## src/sqltl_pkg.sv

```systemverilog
// sqltl_pkg: shared types and constants of the sql token lexer
// token kinds, error codes, lexer modes, result beat and lexer state structs
// no dependencies
package sqltl_pkg;

    localparam int TOKEN_LIMIT    = 1024;
    localparam int WORD_MAX_LEN   = 127;
    localparam int NUMBER_MAX_LEN = 63;

    localparam int CNT_W = $clog2(TOKEN_LIMIT + 1);
    localparam int LEN_MAX = (WORD_MAX_LEN > NUMBER_MAX_LEN) ? WORD_MAX_LEN : NUMBER_MAX_LEN;
    localparam int LEN_W = $clog2(LEN_MAX + 1);

    localparam int FIFO_DEPTH = 4;
    localparam int PTR_W      = $clog2(FIFO_DEPTH);
    localparam int FCNT_W     = $clog2(FIFO_DEPTH + 1);

    typedef enum logic [3:0] {
        KIND_IDENT  = 4'd0,
        KIND_NUMBER = 4'd1,
        KIND_STRING = 4'd2,
        KIND_STAR   = 4'd3,
        KIND_COMMA  = 4'd4,
        KIND_LPAREN = 4'd5,
        KIND_RPAREN = 4'd6,
        KIND_DOT    = 4'd7,
        KIND_EQ     = 4'd8,
        KIND_LT     = 4'd9,
        KIND_LE     = 4'd10,
        KIND_GT     = 4'd11,
        KIND_GE     = 4'd12,
        KIND_NE     = 4'd13,
        KIND_EOF    = 4'd14
    } kind_t;

    typedef enum logic [1:0] {
        ERR_NONE  = 2'd0,
        ERR_BANG  = 2'd1,
        ERR_CHAR  = 2'd2
    } err_t;

    typedef enum logic [3:0] {
        MODE_IDLE       = 4'd0,
        MODE_IDENT      = 4'd1,
        MODE_NUMBER     = 4'd2,
        MODE_STRING     = 4'd3,
        MODE_STR_TAIL   = 4'd4,
        MODE_PEND_LT    = 4'd5,
        MODE_PEND_GT    = 4'd6,
        MODE_PEND_BANG  = 4'd7,
        MODE_PEND_MINUS = 4'd8,
        MODE_ERROR      = 4'd9
    } mode_t;

    typedef struct packed {
        kind_t        token_kind;
        logic [7:0]   text_byte;
        logic         has_byte;
        logic         token_done;
        err_t         error_code;
        logic         last_of_run;
    } res_t;

    typedef struct packed {
        mode_t              mode;
        logic [LEN_W-1:0]   text_length;
        logic [CNT_W-1:0]   token_count;
        logic               keep;
    } lex_state_t;

    typedef struct packed {
        logic [1:0] n;
        res_t       r0;
        res_t       r1;
    } step_out_t;

endpackage

```

## src/sqltl_char_if.sv

```systemverilog
// sqltl_char_if: character channel, one statement character per beat
// depends on nothing
interface sqltl_char_if;
    logic       valid;
    logic       ready;
    logic [7:0] char_byte;

    modport source (output valid, output char_byte, input ready);
    modport sink (input valid, input char_byte, output ready);
endinterface

```

## src/sqltl_tok_if.sv

```systemverilog
// sqltl_tok_if: token channel, one token text byte or marker per beat
// depends on nothing
interface sqltl_tok_if;
    logic       valid;
    logic       ready;
    logic [3:0] token_kind;
    logic [7:0] text_byte;
    logic       has_byte;
    logic       token_done;
    logic [1:0] error_code;
    logic       last_of_run;

    modport source (output valid, output token_kind, output text_byte, output has_byte,
                    output token_done, output error_code, output last_of_run, input ready);
    modport sink (input valid, input token_kind, input text_byte, input has_byte,
                  input token_done, input error_code, input last_of_run, output ready);
endinterface

```

## src/sqltl_step.sv

```systemverilog
// sqltl_step: combinational lexer step, one character against the current state
// gives the next state and up to two result beats; uses sqltl_pkg
module sqltl_step (
    input  sqltl_pkg::lex_state_t cur,
    input  logic [7:0]            char_byte,
    output sqltl_pkg::lex_state_t nxt,
    output sqltl_pkg::step_out_t  res
);

    localparam logic [7:0] CH_NUL   = 8'h00;
    localparam logic [7:0] CH_SPACE = 8'h20;
    localparam logic [7:0] CH_TAB   = 8'h09;
    localparam logic [7:0] CH_CR    = 8'h0D;
    localparam logic [7:0] CH_BANG  = 8'h21;
    localparam logic [7:0] CH_QUOTE = 8'h27;
    localparam logic [7:0] CH_LPAR  = 8'h28;
    localparam logic [7:0] CH_RPAR  = 8'h29;
    localparam logic [7:0] CH_STAR  = 8'h2A;
    localparam logic [7:0] CH_COMMA = 8'h2C;
    localparam logic [7:0] CH_MINUS = 8'h2D;
    localparam logic [7:0] CH_DOT   = 8'h2E;
    localparam logic [7:0] CH_SEMI  = 8'h3B;
    localparam logic [7:0] CH_LT    = 8'h3C;
    localparam logic [7:0] CH_EQ    = 8'h3D;
    localparam logic [7:0] CH_GT    = 8'h3E;
    localparam logic [7:0] CH_UNDER = 8'h5F;

    localparam logic [sqltl_pkg::LEN_W:0] WORD_MAX =
        (sqltl_pkg::LEN_W+1)'(sqltl_pkg::WORD_MAX_LEN);
    localparam logic [sqltl_pkg::LEN_W:0] NUM_MAX =
        (sqltl_pkg::LEN_W+1)'(sqltl_pkg::NUMBER_MAX_LEN);
    localparam logic [sqltl_pkg::CNT_W-1:0] TOK_LIM =
        sqltl_pkg::CNT_W'(sqltl_pkg::TOKEN_LIMIT);

    typedef struct packed {
        sqltl_pkg::lex_state_t st;
        sqltl_pkg::step_out_t  o;
    } work_t;

    function automatic logic is_digit(logic [7:0] c);
        return (c >= 8'h30) && (c <= 8'h39);
    endfunction

    function automatic logic is_alpha(logic [7:0] c);
        return ((c >= 8'h61) && (c <= 8'h7A)) || ((c >= 8'h41) && (c <= 8'h5A));
    endfunction

    function automatic logic is_space(logic [7:0] c);
        return (c == CH_SPACE) || ((c >= CH_TAB) && (c <= CH_CR));
    endfunction

    // append a result beat; unless forced, dropped when the token is past the limit
    function automatic work_t put(work_t w, sqltl_pkg::kind_t k, logic [7:0] b, logic has,
                                  logic done, sqltl_pkg::err_t e, logic force_out);
        work_t            v;
        sqltl_pkg::res_t  r;
        v = w;
        r.token_kind  = k;
        r.text_byte   = b;
        r.has_byte    = has;
        r.token_done  = done;
        r.error_code  = e;
        r.last_of_run = 1'b0;
        if ((force_out || w.st.keep) && (w.o.n < 2'd2))
        begin
            if (w.o.n == 2'd0)
            begin
                v.o.r0 = r;
            end
            else
            begin
                v.o.r1 = r;
            end
            v.o.n = w.o.n + 2'd1;
        end
        return v;
    endfunction

    function automatic work_t start_token(work_t w);
        work_t v;
        v = w;
        v.st.keep = (w.st.token_count < TOK_LIM);
        if (v.st.keep)
        begin
            v.st.token_count = w.st.token_count + 1'b1;
        end
        return v;
    endfunction

    function automatic work_t append(work_t w, sqltl_pkg::kind_t k, logic [7:0] c,
                                     logic [sqltl_pkg::LEN_W:0] max_len,
                                     sqltl_pkg::mode_t after);
        work_t                      v;
        logic [sqltl_pkg::LEN_W:0]  inc;
        v = w;
        inc = {1'b0, w.st.text_length} + 1'b1;
        if (inc >= max_len)
        begin
            v = put(v, k, c, 1'b1, 1'b1, sqltl_pkg::ERR_NONE, 1'b0);
            v.st.mode = after;
            v.st.text_length = '0;
        end
        else
        begin
            v.st.text_length = inc[sqltl_pkg::LEN_W-1:0];
            v = put(v, k, c, 1'b1, 1'b0, sqltl_pkg::ERR_NONE, 1'b0);
        end
        return v;
    endfunction

    function automatic work_t begin_text(work_t w, sqltl_pkg::mode_t m, sqltl_pkg::kind_t k,
                                         logic [7:0] c, logic [sqltl_pkg::LEN_W:0] max_len);
        work_t v;
        v = start_token(w);
        v.st.mode = m;
        v.st.text_length = '0;
        v = append(v, k, c, max_len, sqltl_pkg::MODE_IDLE);
        return v;
    endfunction

    function automatic work_t end_marker(work_t w, sqltl_pkg::kind_t k);
        work_t v;
        v = put(w, k, CH_NUL, 1'b0, 1'b1, sqltl_pkg::ERR_NONE, 1'b0);
        v.st.mode = sqltl_pkg::MODE_IDLE;
        v.st.text_length = '0;
        return v;
    endfunction

    function automatic work_t raise_error(work_t w, sqltl_pkg::err_t e, logic [7:0] b);
        work_t v;
        v = put(w, sqltl_pkg::KIND_IDENT, b, 1'b1, 1'b0, e, 1'b1);
        v.st.mode = sqltl_pkg::MODE_ERROR;
        return v;
    endfunction

    function automatic work_t resolve_cmp(work_t w, logic [7:0] c, logic [7:0] first,
                                          sqltl_pkg::kind_t k1, sqltl_pkg::kind_t k2);
        work_t v;
        v = start_token(w);
        if (c == CH_EQ)
        begin
            v = put(v, k2, first, 1'b1, 1'b0, sqltl_pkg::ERR_NONE, 1'b0);
            v = put(v, k2, CH_EQ, 1'b1, 1'b1, sqltl_pkg::ERR_NONE, 1'b0);
        end
        else
        begin
            v = put(v, k1, first, 1'b1, 1'b1, sqltl_pkg::ERR_NONE, 1'b0);
        end
        v.st.mode = sqltl_pkg::MODE_IDLE;
        return v;
    endfunction

    function automatic work_t single(work_t w, sqltl_pkg::kind_t k, logic [7:0] c);
        work_t v;
        v = start_token(w);
        v = put(v, k, c, 1'b1, 1'b1, sqltl_pkg::ERR_NONE, 1'b0);
        return v;
    endfunction

    // character seen while no token is open
    function automatic work_t idle_char(work_t w, logic [7:0] c);
        work_t v;
        v = w;
        priority if (is_space(c) || (c == CH_SEMI))
        begin
            v = w;
        end
        else if (c == CH_COMMA) v = single(w, sqltl_pkg::KIND_COMMA, c);
        else if (c == CH_LPAR)  v = single(w, sqltl_pkg::KIND_LPAREN, c);
        else if (c == CH_RPAR)  v = single(w, sqltl_pkg::KIND_RPAREN, c);
        else if (c == CH_DOT)   v = single(w, sqltl_pkg::KIND_DOT, c);
        else if (c == CH_STAR)  v = single(w, sqltl_pkg::KIND_STAR, c);
        else if (c == CH_EQ)    v = single(w, sqltl_pkg::KIND_EQ, c);
        else if (c == CH_LT)    v.st.mode = sqltl_pkg::MODE_PEND_LT;
        else if (c == CH_GT)    v.st.mode = sqltl_pkg::MODE_PEND_GT;
        else if (c == CH_BANG)  v.st.mode = sqltl_pkg::MODE_PEND_BANG;
        else if (c == CH_MINUS) v.st.mode = sqltl_pkg::MODE_PEND_MINUS;
        else if (c == CH_QUOTE)
        begin
            v = start_token(w);
            v.st.mode = sqltl_pkg::MODE_STRING;
            v.st.text_length = '0;
        end
        else if (is_digit(c))
        begin
            v = begin_text(w, sqltl_pkg::MODE_NUMBER, sqltl_pkg::KIND_NUMBER, c, NUM_MAX);
        end
        else if (is_alpha(c) || (c == CH_UNDER))
        begin
            v = begin_text(w, sqltl_pkg::MODE_IDENT, sqltl_pkg::KIND_IDENT, c, WORD_MAX);
        end
        else
        begin
            v = raise_error(w, sqltl_pkg::ERR_CHAR, c);
        end
        return v;
    endfunction

    work_t w;
    logic  tail;

    always_comb
    begin
        w.st = cur;
        w.o  = '0;
        tail = 1'b1;
        unique case (cur.mode)
            sqltl_pkg::MODE_IDENT:
            begin
                if ((char_byte != CH_NUL) &&
                    (is_alpha(char_byte) || is_digit(char_byte) || (char_byte == CH_UNDER)))
                begin
                    w = append(w, sqltl_pkg::KIND_IDENT, char_byte, WORD_MAX,
                               sqltl_pkg::MODE_IDLE);
                    tail = 1'b0;
                end
                else
                begin
                    w = end_marker(w, sqltl_pkg::KIND_IDENT);
                end
            end
            sqltl_pkg::MODE_NUMBER:
            begin
                if (is_digit(char_byte) || (char_byte == CH_DOT))
                begin
                    w = append(w, sqltl_pkg::KIND_NUMBER, char_byte, NUM_MAX,
                               sqltl_pkg::MODE_IDLE);
                    tail = 1'b0;
                end
                else
                begin
                    w = end_marker(w, sqltl_pkg::KIND_NUMBER);
                end
            end
            sqltl_pkg::MODE_STRING:
            begin
                if (char_byte == CH_NUL)
                begin
                    w = end_marker(w, sqltl_pkg::KIND_STRING);
                end
                else if (char_byte == CH_QUOTE)
                begin
                    w = end_marker(w, sqltl_pkg::KIND_STRING);
                    tail = 1'b0;
                end
                else
                begin
                    w = append(w, sqltl_pkg::KIND_STRING, char_byte, WORD_MAX,
                               sqltl_pkg::MODE_STR_TAIL);
                    tail = 1'b0;
                end
            end
            sqltl_pkg::MODE_STR_TAIL:
            begin
                // one quote right after a truncated string is swallowed
                w.st.mode = sqltl_pkg::MODE_IDLE;
                tail = (char_byte != CH_QUOTE);
            end
            sqltl_pkg::MODE_PEND_LT:
            begin
                w = resolve_cmp(w, char_byte, CH_LT, sqltl_pkg::KIND_LT, sqltl_pkg::KIND_LE);
                tail = (char_byte != CH_EQ);
            end
            sqltl_pkg::MODE_PEND_GT:
            begin
                w = resolve_cmp(w, char_byte, CH_GT, sqltl_pkg::KIND_GT, sqltl_pkg::KIND_GE);
                tail = (char_byte != CH_EQ);
            end
            sqltl_pkg::MODE_PEND_BANG:
            begin
                if (char_byte == CH_EQ)
                begin
                    w = start_token(w);
                    w = put(w, sqltl_pkg::KIND_NE, CH_BANG, 1'b1, 1'b0, sqltl_pkg::ERR_NONE, 1'b0);
                    w = put(w, sqltl_pkg::KIND_NE, CH_EQ, 1'b1, 1'b1, sqltl_pkg::ERR_NONE, 1'b0);
                    w.st.mode = sqltl_pkg::MODE_IDLE;
                    tail = 1'b0;
                end
                else
                begin
                    w = raise_error(w, sqltl_pkg::ERR_BANG, CH_BANG);
                end
            end
            sqltl_pkg::MODE_PEND_MINUS:
            begin
                if (is_digit(char_byte))
                begin
                    w = begin_text(w, sqltl_pkg::MODE_NUMBER, sqltl_pkg::KIND_NUMBER, CH_MINUS,
                                   NUM_MAX);
                    if (w.st.mode == sqltl_pkg::MODE_NUMBER)
                    begin
                        w = append(w, sqltl_pkg::KIND_NUMBER, char_byte, NUM_MAX,
                                   sqltl_pkg::MODE_IDLE);
                    end
                    else
                    begin
                        w = idle_char(w, char_byte);
                    end
                    tail = 1'b0;
                end
                else
                begin
                    w = raise_error(w, sqltl_pkg::ERR_CHAR, CH_MINUS);
                end
            end
            sqltl_pkg::MODE_ERROR:
            begin
                tail = 1'b1;
            end
            default:
            begin
                w.st.mode = sqltl_pkg::MODE_IDLE;
            end
        endcase

        if (tail)
        begin
            if (w.st.mode == sqltl_pkg::MODE_ERROR)
            begin
                if (char_byte == CH_NUL)
                begin
                    w.st.mode = sqltl_pkg::MODE_IDLE;
                    w.st.text_length = '0;
                    w.st.token_count = '0;
                end
            end
            else if (char_byte == CH_NUL)
            begin
                w = start_token(w);
                w = put(w, sqltl_pkg::KIND_EOF, CH_NUL, 1'b0, 1'b1, sqltl_pkg::ERR_NONE, 1'b0);
                w.st.mode = sqltl_pkg::MODE_IDLE;
                w.st.text_length = '0;
                w.st.token_count = '0;
            end
            else
            begin
                w = idle_char(w, char_byte);
            end
        end

        // mark the final beat of this character
        if (w.o.n == 2'd1)
        begin
            w.o.r0.last_of_run = 1'b1;
        end
        else if (w.o.n == 2'd2)
        begin
            w.o.r1.last_of_run = 1'b1;
        end
    end

    assign nxt = w.st;
    assign res = w.o;

endmodule

```

## src/sql_token_lexer_unit.sv

```systemverilog
// sql_token_lexer_unit: top level of the sql token lexer
// holds the lexer state and a small result queue; uses sqltl_pkg, sqltl_char_if,
// sqltl_tok_if and sqltl_step
//
//  channel  | role   | beat
//  ---------+--------+---------------------------------------------------------
//  chars    | sink   | one statement character, byte 0 ends the statement
//  tokens   | source | one token text byte or bare end marker, with kind and flags
//
// each accepted character goes through the lexer step, one table-like pass from the
// state registers and the incoming byte, and its zero to two result beats are written
// into a four-entry result queue in the same edge. the token port drains one beat per
// cycle while tokens.ready is high, so a character that gives two beats (<= >= != and a few
// token ends) fills two queue slots. chars.ready is high while at least two queue slots
// are free, so characters keep flowing while earlier beats wait on tokens.ready.
// reset returns the lexer to idle with a zero token count and empties the queue.
module sql_token_lexer_unit (
    input  logic         clk,
    input  logic         rst_n,
    sqltl_char_if.sink   chars,
    sqltl_tok_if.source  tokens
);

    sqltl_pkg::lex_state_t  state_reg;
    sqltl_pkg::lex_state_t  state_next;
    sqltl_pkg::step_out_t   step_res;

    // result queue, written up to two beats per character
    sqltl_pkg::res_t                 fifo_mem [sqltl_pkg::FIFO_DEPTH];
    logic [sqltl_pkg::PTR_W-1:0]     wr_ptr_reg;
    logic [sqltl_pkg::PTR_W-1:0]     wr_ptr_next;
    logic [sqltl_pkg::PTR_W-1:0]     rd_ptr_reg;
    logic [sqltl_pkg::PTR_W-1:0]     rd_ptr_next;
    logic [sqltl_pkg::FCNT_W-1:0]    count_reg;
    logic [sqltl_pkg::FCNT_W-1:0]    count_next;
    logic [sqltl_pkg::PTR_W-1:0]     wr_ptr_plus1;

    logic                            in_fire;
    logic                            out_fire;
    logic [1:0]                      push_n;
    sqltl_pkg::res_t                 head;

    sqltl_step u_step (
        .cur       (state_reg),
        .char_byte (chars.char_byte),
        .nxt       (state_next),
        .res       (step_res)
    );

    // room for the worst case of two beats per character
    assign chars.ready = (count_reg <= sqltl_pkg::FCNT_W'(sqltl_pkg::FIFO_DEPTH - 2));
    assign in_fire     = chars.valid && chars.ready;
    assign out_fire    = tokens.valid && tokens.ready;
    assign push_n      = in_fire ? step_res.n : 2'd0;
    assign wr_ptr_plus1 = wr_ptr_reg + 1'b1;

    always_comb
    begin
        wr_ptr_next = wr_ptr_reg + sqltl_pkg::PTR_W'(push_n);
        rd_ptr_next = out_fire ? (rd_ptr_reg + 1'b1) : rd_ptr_reg;
        count_next  = count_reg + sqltl_pkg::FCNT_W'(push_n)
                    - sqltl_pkg::FCNT_W'(out_fire);
    end

    // lexer state advances only on an accepted character
    always_ff @(posedge clk or negedge rst_n)
    begin
        if (!rst_n)
        begin
            state_reg.mode        <= sqltl_pkg::MODE_IDLE;
            state_reg.text_length <= '0;
            state_reg.token_count <= '0;
            state_reg.keep        <= 1'b1;
            wr_ptr_reg            <= '0;
            rd_ptr_reg            <= '0;
            count_reg             <= '0;
        end
        else
        begin
            if (in_fire)
            begin
                state_reg <= state_next;
            end
            wr_ptr_reg <= wr_ptr_next;
            rd_ptr_reg <= rd_ptr_next;
            count_reg  <= count_next;
        end
    end

    // queue payload, no reset needed
    always_ff @(posedge clk)
    begin
        if (push_n != 2'd0)
        begin
            fifo_mem[wr_ptr_reg] <= step_res.r0;
        end
        if (push_n == 2'd2)
        begin
            fifo_mem[wr_ptr_plus1] <= step_res.r1;
        end
    end

    assign head = fifo_mem[rd_ptr_reg];

    assign tokens.valid       = (count_reg != '0);
    assign tokens.token_kind  = head.token_kind;
    assign tokens.text_byte   = head.text_byte;
    assign tokens.has_byte    = head.has_byte;
    assign tokens.token_done  = head.token_done;
    assign tokens.error_code  = head.error_code;
    assign tokens.last_of_run = head.last_of_run;

`ifndef ASSERT_OFF
    // the queue never overfills
    a_queue_bound: assert property (@(posedge clk) disable iff (!rst_n)
        count_reg <= sqltl_pkg::FCNT_W'(sqltl_pkg::FIFO_DEPTH))
        else $error("result queue overflow");

    // statement end always clears the token count
    a_eos_clears_count: assert property (@(posedge clk) disable iff (!rst_n)
        (in_fire && (chars.char_byte == 8'h00)) |=> (state_reg.token_count == '0))
        else $error("token count not cleared at statement end");

    // while skipping after an error, characters give no beats
    a_error_silent: assert property (@(posedge clk) disable iff (!rst_n)
        (in_fire && (state_reg.mode == sqltl_pkg::MODE_ERROR)) |-> (step_res.n == 2'd0))
        else $error("beat produced while skipping after an error");
`endif

endmodule
```

## src/flat_wrapper.sv

```systemverilog
// flat-port wrapper written by rule: the top's interface ports become plain ports
module sql_token_lexer_unit_flat 
  (clk, rst_n, chars_valid, chars_char_byte, chars_ready, tokens_valid, tokens_token_kind, tokens_text_byte, tokens_has_byte, tokens_token_done, tokens_error_code, tokens_last_of_run, tokens_ready);
  sqltl_char_if chars_i ();
  sqltl_tok_if tokens_i ();
  input  logic clk;
  input  logic rst_n;
  input wire logic [$bits(chars_i.valid)-1:0] chars_valid;
  input wire logic [$bits(chars_i.char_byte)-1:0] chars_char_byte;
  output wire logic [$bits(chars_i.ready)-1:0] chars_ready;
  output wire logic [$bits(tokens_i.valid)-1:0] tokens_valid;
  output wire logic [$bits(tokens_i.token_kind)-1:0] tokens_token_kind;
  output wire logic [$bits(tokens_i.text_byte)-1:0] tokens_text_byte;
  output wire logic [$bits(tokens_i.has_byte)-1:0] tokens_has_byte;
  output wire logic [$bits(tokens_i.token_done)-1:0] tokens_token_done;
  output wire logic [$bits(tokens_i.error_code)-1:0] tokens_error_code;
  output wire logic [$bits(tokens_i.last_of_run)-1:0] tokens_last_of_run;
  input wire logic [$bits(tokens_i.ready)-1:0] tokens_ready;
  assign chars_i.valid = chars_valid;
  assign chars_i.char_byte = chars_char_byte;
  assign chars_ready = chars_i.ready;
  assign tokens_valid = tokens_i.valid;
  assign tokens_token_kind = tokens_i.token_kind;
  assign tokens_text_byte = tokens_i.text_byte;
  assign tokens_has_byte = tokens_i.has_byte;
  assign tokens_token_done = tokens_i.token_done;
  assign tokens_error_code = tokens_i.error_code;
  assign tokens_last_of_run = tokens_i.last_of_run;
  assign tokens_i.ready = tokens_ready;
  sql_token_lexer_unit u_core (.clk(clk), .rst_n(rst_n), .chars(chars_i), .tokens(tokens_i));
endmodule
```

## config.mk

```make
export PLATFORM = sky130hd
export DESIGN_NAME = sql_token_lexer_unit_flat
export DESIGN_NICKNAME = d
export VERILOG_FILES = /design/src/sqltl_pkg.sv /design/src/sqltl_char_if.sv /design/src/sqltl_tok_if.sv /design/src/sqltl_step.sv /design/src/sql_token_lexer_unit.sv /design/src/flat_wrapper.sv
export SDC_FILE = /design/constraint.sdc
export NUM_CORES = 1
export LEC_CHECK = 0
export BUFFER_PORTS_ARGS = -buffer_cell sky130_fd_sc_hd__buf_2
export CORE_UTILIZATION = 40
export CTS_CLUSTER_SIZE = 30
export DETAILED_ROUTE_END_ITERATION = 8
export PLACE_DENSITY_LB_ADDON = 0.05
export SLEW_MARGIN = 20
export SYNTH_ARGS = -nofsm -noshare
export SYNTH_HDL_FRONTEND = slang
export SYNTH_HIERARCHICAL = 1
export SYNTH_SLANG_ARGS = --single-unit
```

## constraint.sdc

```tcl
create_clock -name clk -period 12.65 [get_ports clk]
set_input_delay 1.265 -clock clk [delete_from_list [all_inputs] [get_ports clk]]
set_output_delay 1.265 -clock clk [all_outputs]
set_load 0.05 [all_outputs]
```

=== Word-level counts from Yosys, hierarchy flattened ===
Memory sizes are Yosys's and may differ from the RTL's.
Index checks and enable logic that the tools add are counted.
Widths: inputs -> output; s select.

* Muxes and demuxes: 158
* Reduce and logical (&&, ||, !) cells: 30
* Eq/ne operators: 30
* Magnitude comparators: 20
* Add/sub/neg operators: 15

{| class="wikitable"
|+ Operator list
! cell !! count
|-
| $mux 59 || 32
|-
| $mux 36 || 30
|-
| $mux 17 || 42
|-
| $mux 35 || 15
|-
| $mux 55 || 8
|-
| $pmux 55 s7 || 1
|-
| $eq 8x6->1 const B || 13
|-
| $mux 56 || 1
|-
| $mux 22 || 2
|-
| $mux 37 || 1
|-
| $add 11x1->11 const B || 3
|-
| $lt 11x11->1 const B || 3
|-
| $mux 11 || 3
|-
| $mux 4 || 8
|-
| $ge 8x6->1 const B || 3
|-
| $ge 8x7->1 const B || 3
|-
| $pmux 4 s6 || 1
|-
| $add 7x1->8 const B || 2
|-
| $eq 4x3->1 const B || 4
|-
| $le 8x7->1 const B || 2
|-
| $ne 8x6->1 const B || 2
|-
| $add 2x1->2 const B || 7
|-
| $logic_and 1x1->1 || 13
|-
| $eq 4x2->1 const B || 3
|-
| 23 further kinds || 51
|}

* Word-level logic and storage cells: 261
* Memory bits (writable): 68
* Memories: 1
* Output and inout bits: 19
* Input bits: 12
* Register bits: 30

{| class="wikitable"
|+ Memories
! name !! depth !! bits a word !! read ports !! clocked after memory_dff !! write ports !! RTL line !! text
|-
| u_core.fifo_mem || 4 || 17 || 1 || 0 || 2 || sql_token_lexer_unit.sv:29 || <nowiki>sqltl_pkg::res_t fifo_mem [sqltl_pkg::FIFO_DEPTH];</nowiki>
|}

=== Longest topological paths before layout ===
* Depth after elaboration: 46
* Depth in mapped cells: 19
* Mapped depth without buffers: 17

=== Modules after synthesis ===
The synthesis kept the hierarchy.

{| class="wikitable"
|+ Modules (own cells, without submodules)
! module !! times used !! sequential area each (µm²) !! area each (µm²) !! cells each
|-
| sql_token_lexer_unit || 1 || 2,793.9 || 4,675.7 || 263
|-
| sqltl_step || 1 || 0.0 || 3,285.7 || 515
|}

=== Worst setup path before layout ===
Ideal clock, no wire load.

* Path type: input-to-reg
* From: in chars_char_byte[2]
* To: mem u_core/fifo_mem[1][0] (netlist bit) (enable)
* Setup time: 0.418 ns
* Data arrival time: 4.914 ns
* Slack: 7.318 ns
* Path buffers: 2
* Data required time: 12.232 ns
* Cell stages on the path: 11
* Path through: buf_6 > or3_4 > o311a_4 > a211oi_4 > nor3_4 > or3_1 > buf_2 > or3_4 > nand3_1 > nand2_1 > a211oi_1

{| class="wikitable"
|+ RTL lines
! item !! RTL line !! text
|-
| from (decl) || flat_wrapper.sv:9 || <nowiki>input wire logic [$bits(chars_i.char_byte)-1:0] chars_char_byte;</nowiki>
|-
| to (decl) || sql_token_lexer_unit.sv:29 ||
|}

==> impl_metrics.toml <==
[run_status]
outcome = "complete, no violations"

[global_routing]
grt_use_met2_pct = 46.98
grt_overflow = 0
grtUsageTotal_pct = 27.31
grt_pass1_wl_mm = 41.01
grt_pass1_vias = 6714
grt_busiest_layer = "met2"
grt_max_degree = 31
globalRouteMet1Util_pct = 33.40
grtUsageMet3_pct = 5.064
antenna_found_initial = 0

[cts]
cts_setup_buffers = 0
cts.clk_slew.worst_paths_ps = 80
cts-htree-levels = 3
holdBufCountCts = 0
cts_buffers = 9
cts_resized = 0
cts_tree = "built"
clock-sinks = 98
clockBufferDepth = 2
root_buffer = "clkbuf_16"
clkLatencyLatePin_ps = 360

[sta]
setup_violations = 0
finalSetupTns_ps = 0
maxSlewViolCount = 0
worst_pin_slew_ps = 1066
max_freq_mhz = 170.5
grt_setup_unrepaired = "false"
relSlewSlack_pct = 28.94
hold_violations = 0
fin_skew_ps = 9.874
period_needed_ps = 5865
fin_crit_sh_pct = 46.37
fin_ws_ps = 6785

[die]
rows = 51
fp.dieArea_um2 = 20470
boundaryPins = 31
die_h_um = 143.1
start_util_pct = 40.91
die_w_um = 143.1
core_um2 = 19460

[drt]
wl_mm = 27.01
detail-route-antenna-nets = 0
vias_per_cell = 6.549
num_vias = 6883
first_pass_iters = 5
drtIter0Drc = 613
post-route-drc-count = 0
avgRoutedWirePerCell_um = 25.70

[logic_synthesis]
yosys-top-cells-count = "mux2_2 (93), edfxtp_1 (68), nand2_1 (55)"
synth.area.top_cells = "edfxtp_1 (26%), mux2_2 (13%), dfrtp_1 (9.1%), mux4_2 (4.8%), o21ai_0 (2.8%)"
syn_inst = 778
async_flop_share_pct = 30.61
synthFlopType = "edfxtp_1"
yosysSeqAreaShare_pct = 35.09
syn-num-nets = 802
synth_edf_count = 68
synth_area_um2 = 7961
synth_area_per_cell_um2 = 10.23
synth_top_area_share_pct = 25.65
yosysMostFrequentCell = "mux2_2"
yosys.area.top_type = "edfxtp_1"
synth_cell_type_count = 99
ys_ff_latch = 98
ys_warn_count = 6

[worst_setup_path]
path_buf_inv = 3
end_kind = "register"
r2r_cells = 11
crit_type = "input pin to register"
critPathTopFamily = "compound AO/OA/AOI/OAI gates"
cp_cell_sequence = "buf_2 > nor4bb_1 > buf_4 > nand3_2 > o21ai_1 > inv_2 > ha_1 > o21ai_0 > a211oi_1 > o32a_2 > nor2b_1 > nand2_1 > a21oi_2"
cp.depth = 13
cp-startpoint = "chars_char_byte[4]"
critPathMaxStageDelay_ps = 870
crit_slowest_cell = "a21oi_2"
r2r-end = "u_core/fifo_mem[0][12]"
arrival_ps = 5840
rrSetupSlack_ps = 6990
startpoint_type = "input pin"
endpoint = "u_core/fifo_mem[0][12]"
r2r-start = "u_core/state_reg[22]"
cp.required_ps = 12630
path_max_fanout = 18

[placed_design]
gp_congestion = 0.9881
hpwlAfterDp_mm = 20.23
placed_cells = 1035
portBuffers = 30
place_ws_ps = 6417

[power_and_ir_drop]
switching_share_pct = 47.87
power_frac_seq_pct = 27.3
pwr_density_cell_nw_per_um2 = 218.3
power_uw = 1874
clock_power_share_pct = 14.8
peakVddDrop_mv = 0.07464
p_int_uw = 976.8
switchingPower_uw = 897.0
p_leak_uw = 0.003074
p_comb_share_pct = 57.9

[finish]
fillers = 1873
largest_reg_flops = 68
finalNetCount = 805
area_growth_pct = 7.826
antenna_cells = 0
post-route-util_pct = 44.11
stdcell_count = 1051
drive_gt1_share_pct = 26.46

[run]
drv_cap = 0

[worst_hold_path]
hp-class = "register to register"
==> worst reg2reg max path, stage by stage (launching register included) <==
cell	delay (ps)
dfrtp_1	730
nor4b_2	750
nand3_2	300
o21ai_1	560
inv_2	230
ha_1	350
o21ai_0	90
a211oi_1	280
o32a_2	280
nor2b_1	690
nand2_1	140
a21oi_2	870
==> routing by layer <==
layer  wire length [um]  up-vias
li1                   -     3082
met1              11100     3437
met2              13200      291
met3               1707       73
met4               1002        0
met5                  0        -
==> worst min path at each step <==
| stage | from | endpoint | slack [ps] | depth (start not counted) |
|---|---|---|---|---|
| after floorplan | u_core/state_reg[3] | u_core/state_reg[3] | 480 | 1 |
| after global placement | u_core/state_reg[18] | u_core/state_reg[18] | 510 | 1 |
| after detailed placement | u_core/state_reg[18] | u_core/state_reg[18] | 530 | 1 |
| after CTS | u_core/state_reg[18] | u_core/state_reg[18] | 550 | 1 |
| after global routing | u_core/state_reg[18] | u_core/state_reg[18] | 570 | 1 |
| final | u_core/state_reg[18] | u_core/state_reg[18] | 540 | 1 |
==> power groups by stage <==
stage | Sequential, uW | Combinational (uW) | Clock [uW]
2_1_floorplan | 480 | 819 | 0
3_3_place_gp | 517 | 1070 | 0
3_5_place_dp | 519 | 1070 | 0
4_1_cts | 512 | 1070 | 289
5_1_grt | 522 | 1160 | 297
6_report | 512 | 1080 | 278
==> logic make-up (layout without fill, tap and decap cells) <==
group,after synthesis,count (layout),share of synthesized area (%)
xor+xnor,18,18,1.980
other cells,1,1,0.04710
flops,98,98,35.09
compound gates,212,212,19.06
simple gates,257,257,19.21
fa+ha+maj,13,13,2.106
buf+inv,67,75,4.290
mux,112,112,18.21
==> placed cells by master, fill, tap and decap left out, types with 5 or more instances in the layout <==
cell type	instances
mux4_2	17
o32ai_1	5
o31ai_1	8
edfxtp_1	68
a21oi_1	31
nand2b_1	11
o21ai_0	44
buf_4	12
xor2_1	7
o21ai_1	7
o22ai_1	5
xnor2_1	11
nand2_1	55
o31a_1	7
and4b_1	6
a311oi_1	6
buf_2	30
o21a_1	6
nor2_1	44
a21o_1	5
a211oi_1	5
and3_1	6
dfrtp_1	29
clkbuf_16	9
inv_1	16
nor3_1	22
nor4_1	13
and2_1	12
nor2b_1	8
mux2_2	93
a31oi_1	9
nand3_1	32
o211ai_1	12
or3_1	5
ha_1	11
==> cell type report <==
type	count	area, um2	area share [%]
Multi-Input combinational cell	613	4851	56.51
Sequential cell	98	2794	32.55
Tap cell	265	331.6	3.862
Timing Repair Buffer	42	240.2	2.798
Clock buffer	9	225.2	2.624
Clock inverter	7	78.83	0.9182
Inverter	17	63.81	0.7433
==> stage by stage <==
step	area, um2	hold WS [ps]
after CTS	8577	548.7
final	8584	541.6
after global placement	8273	507.1
after detailed placement	8273	530.0
after floorplan	7961	477.4
after global routing	8584	572.2
Power figures use the tool's default switching activity.
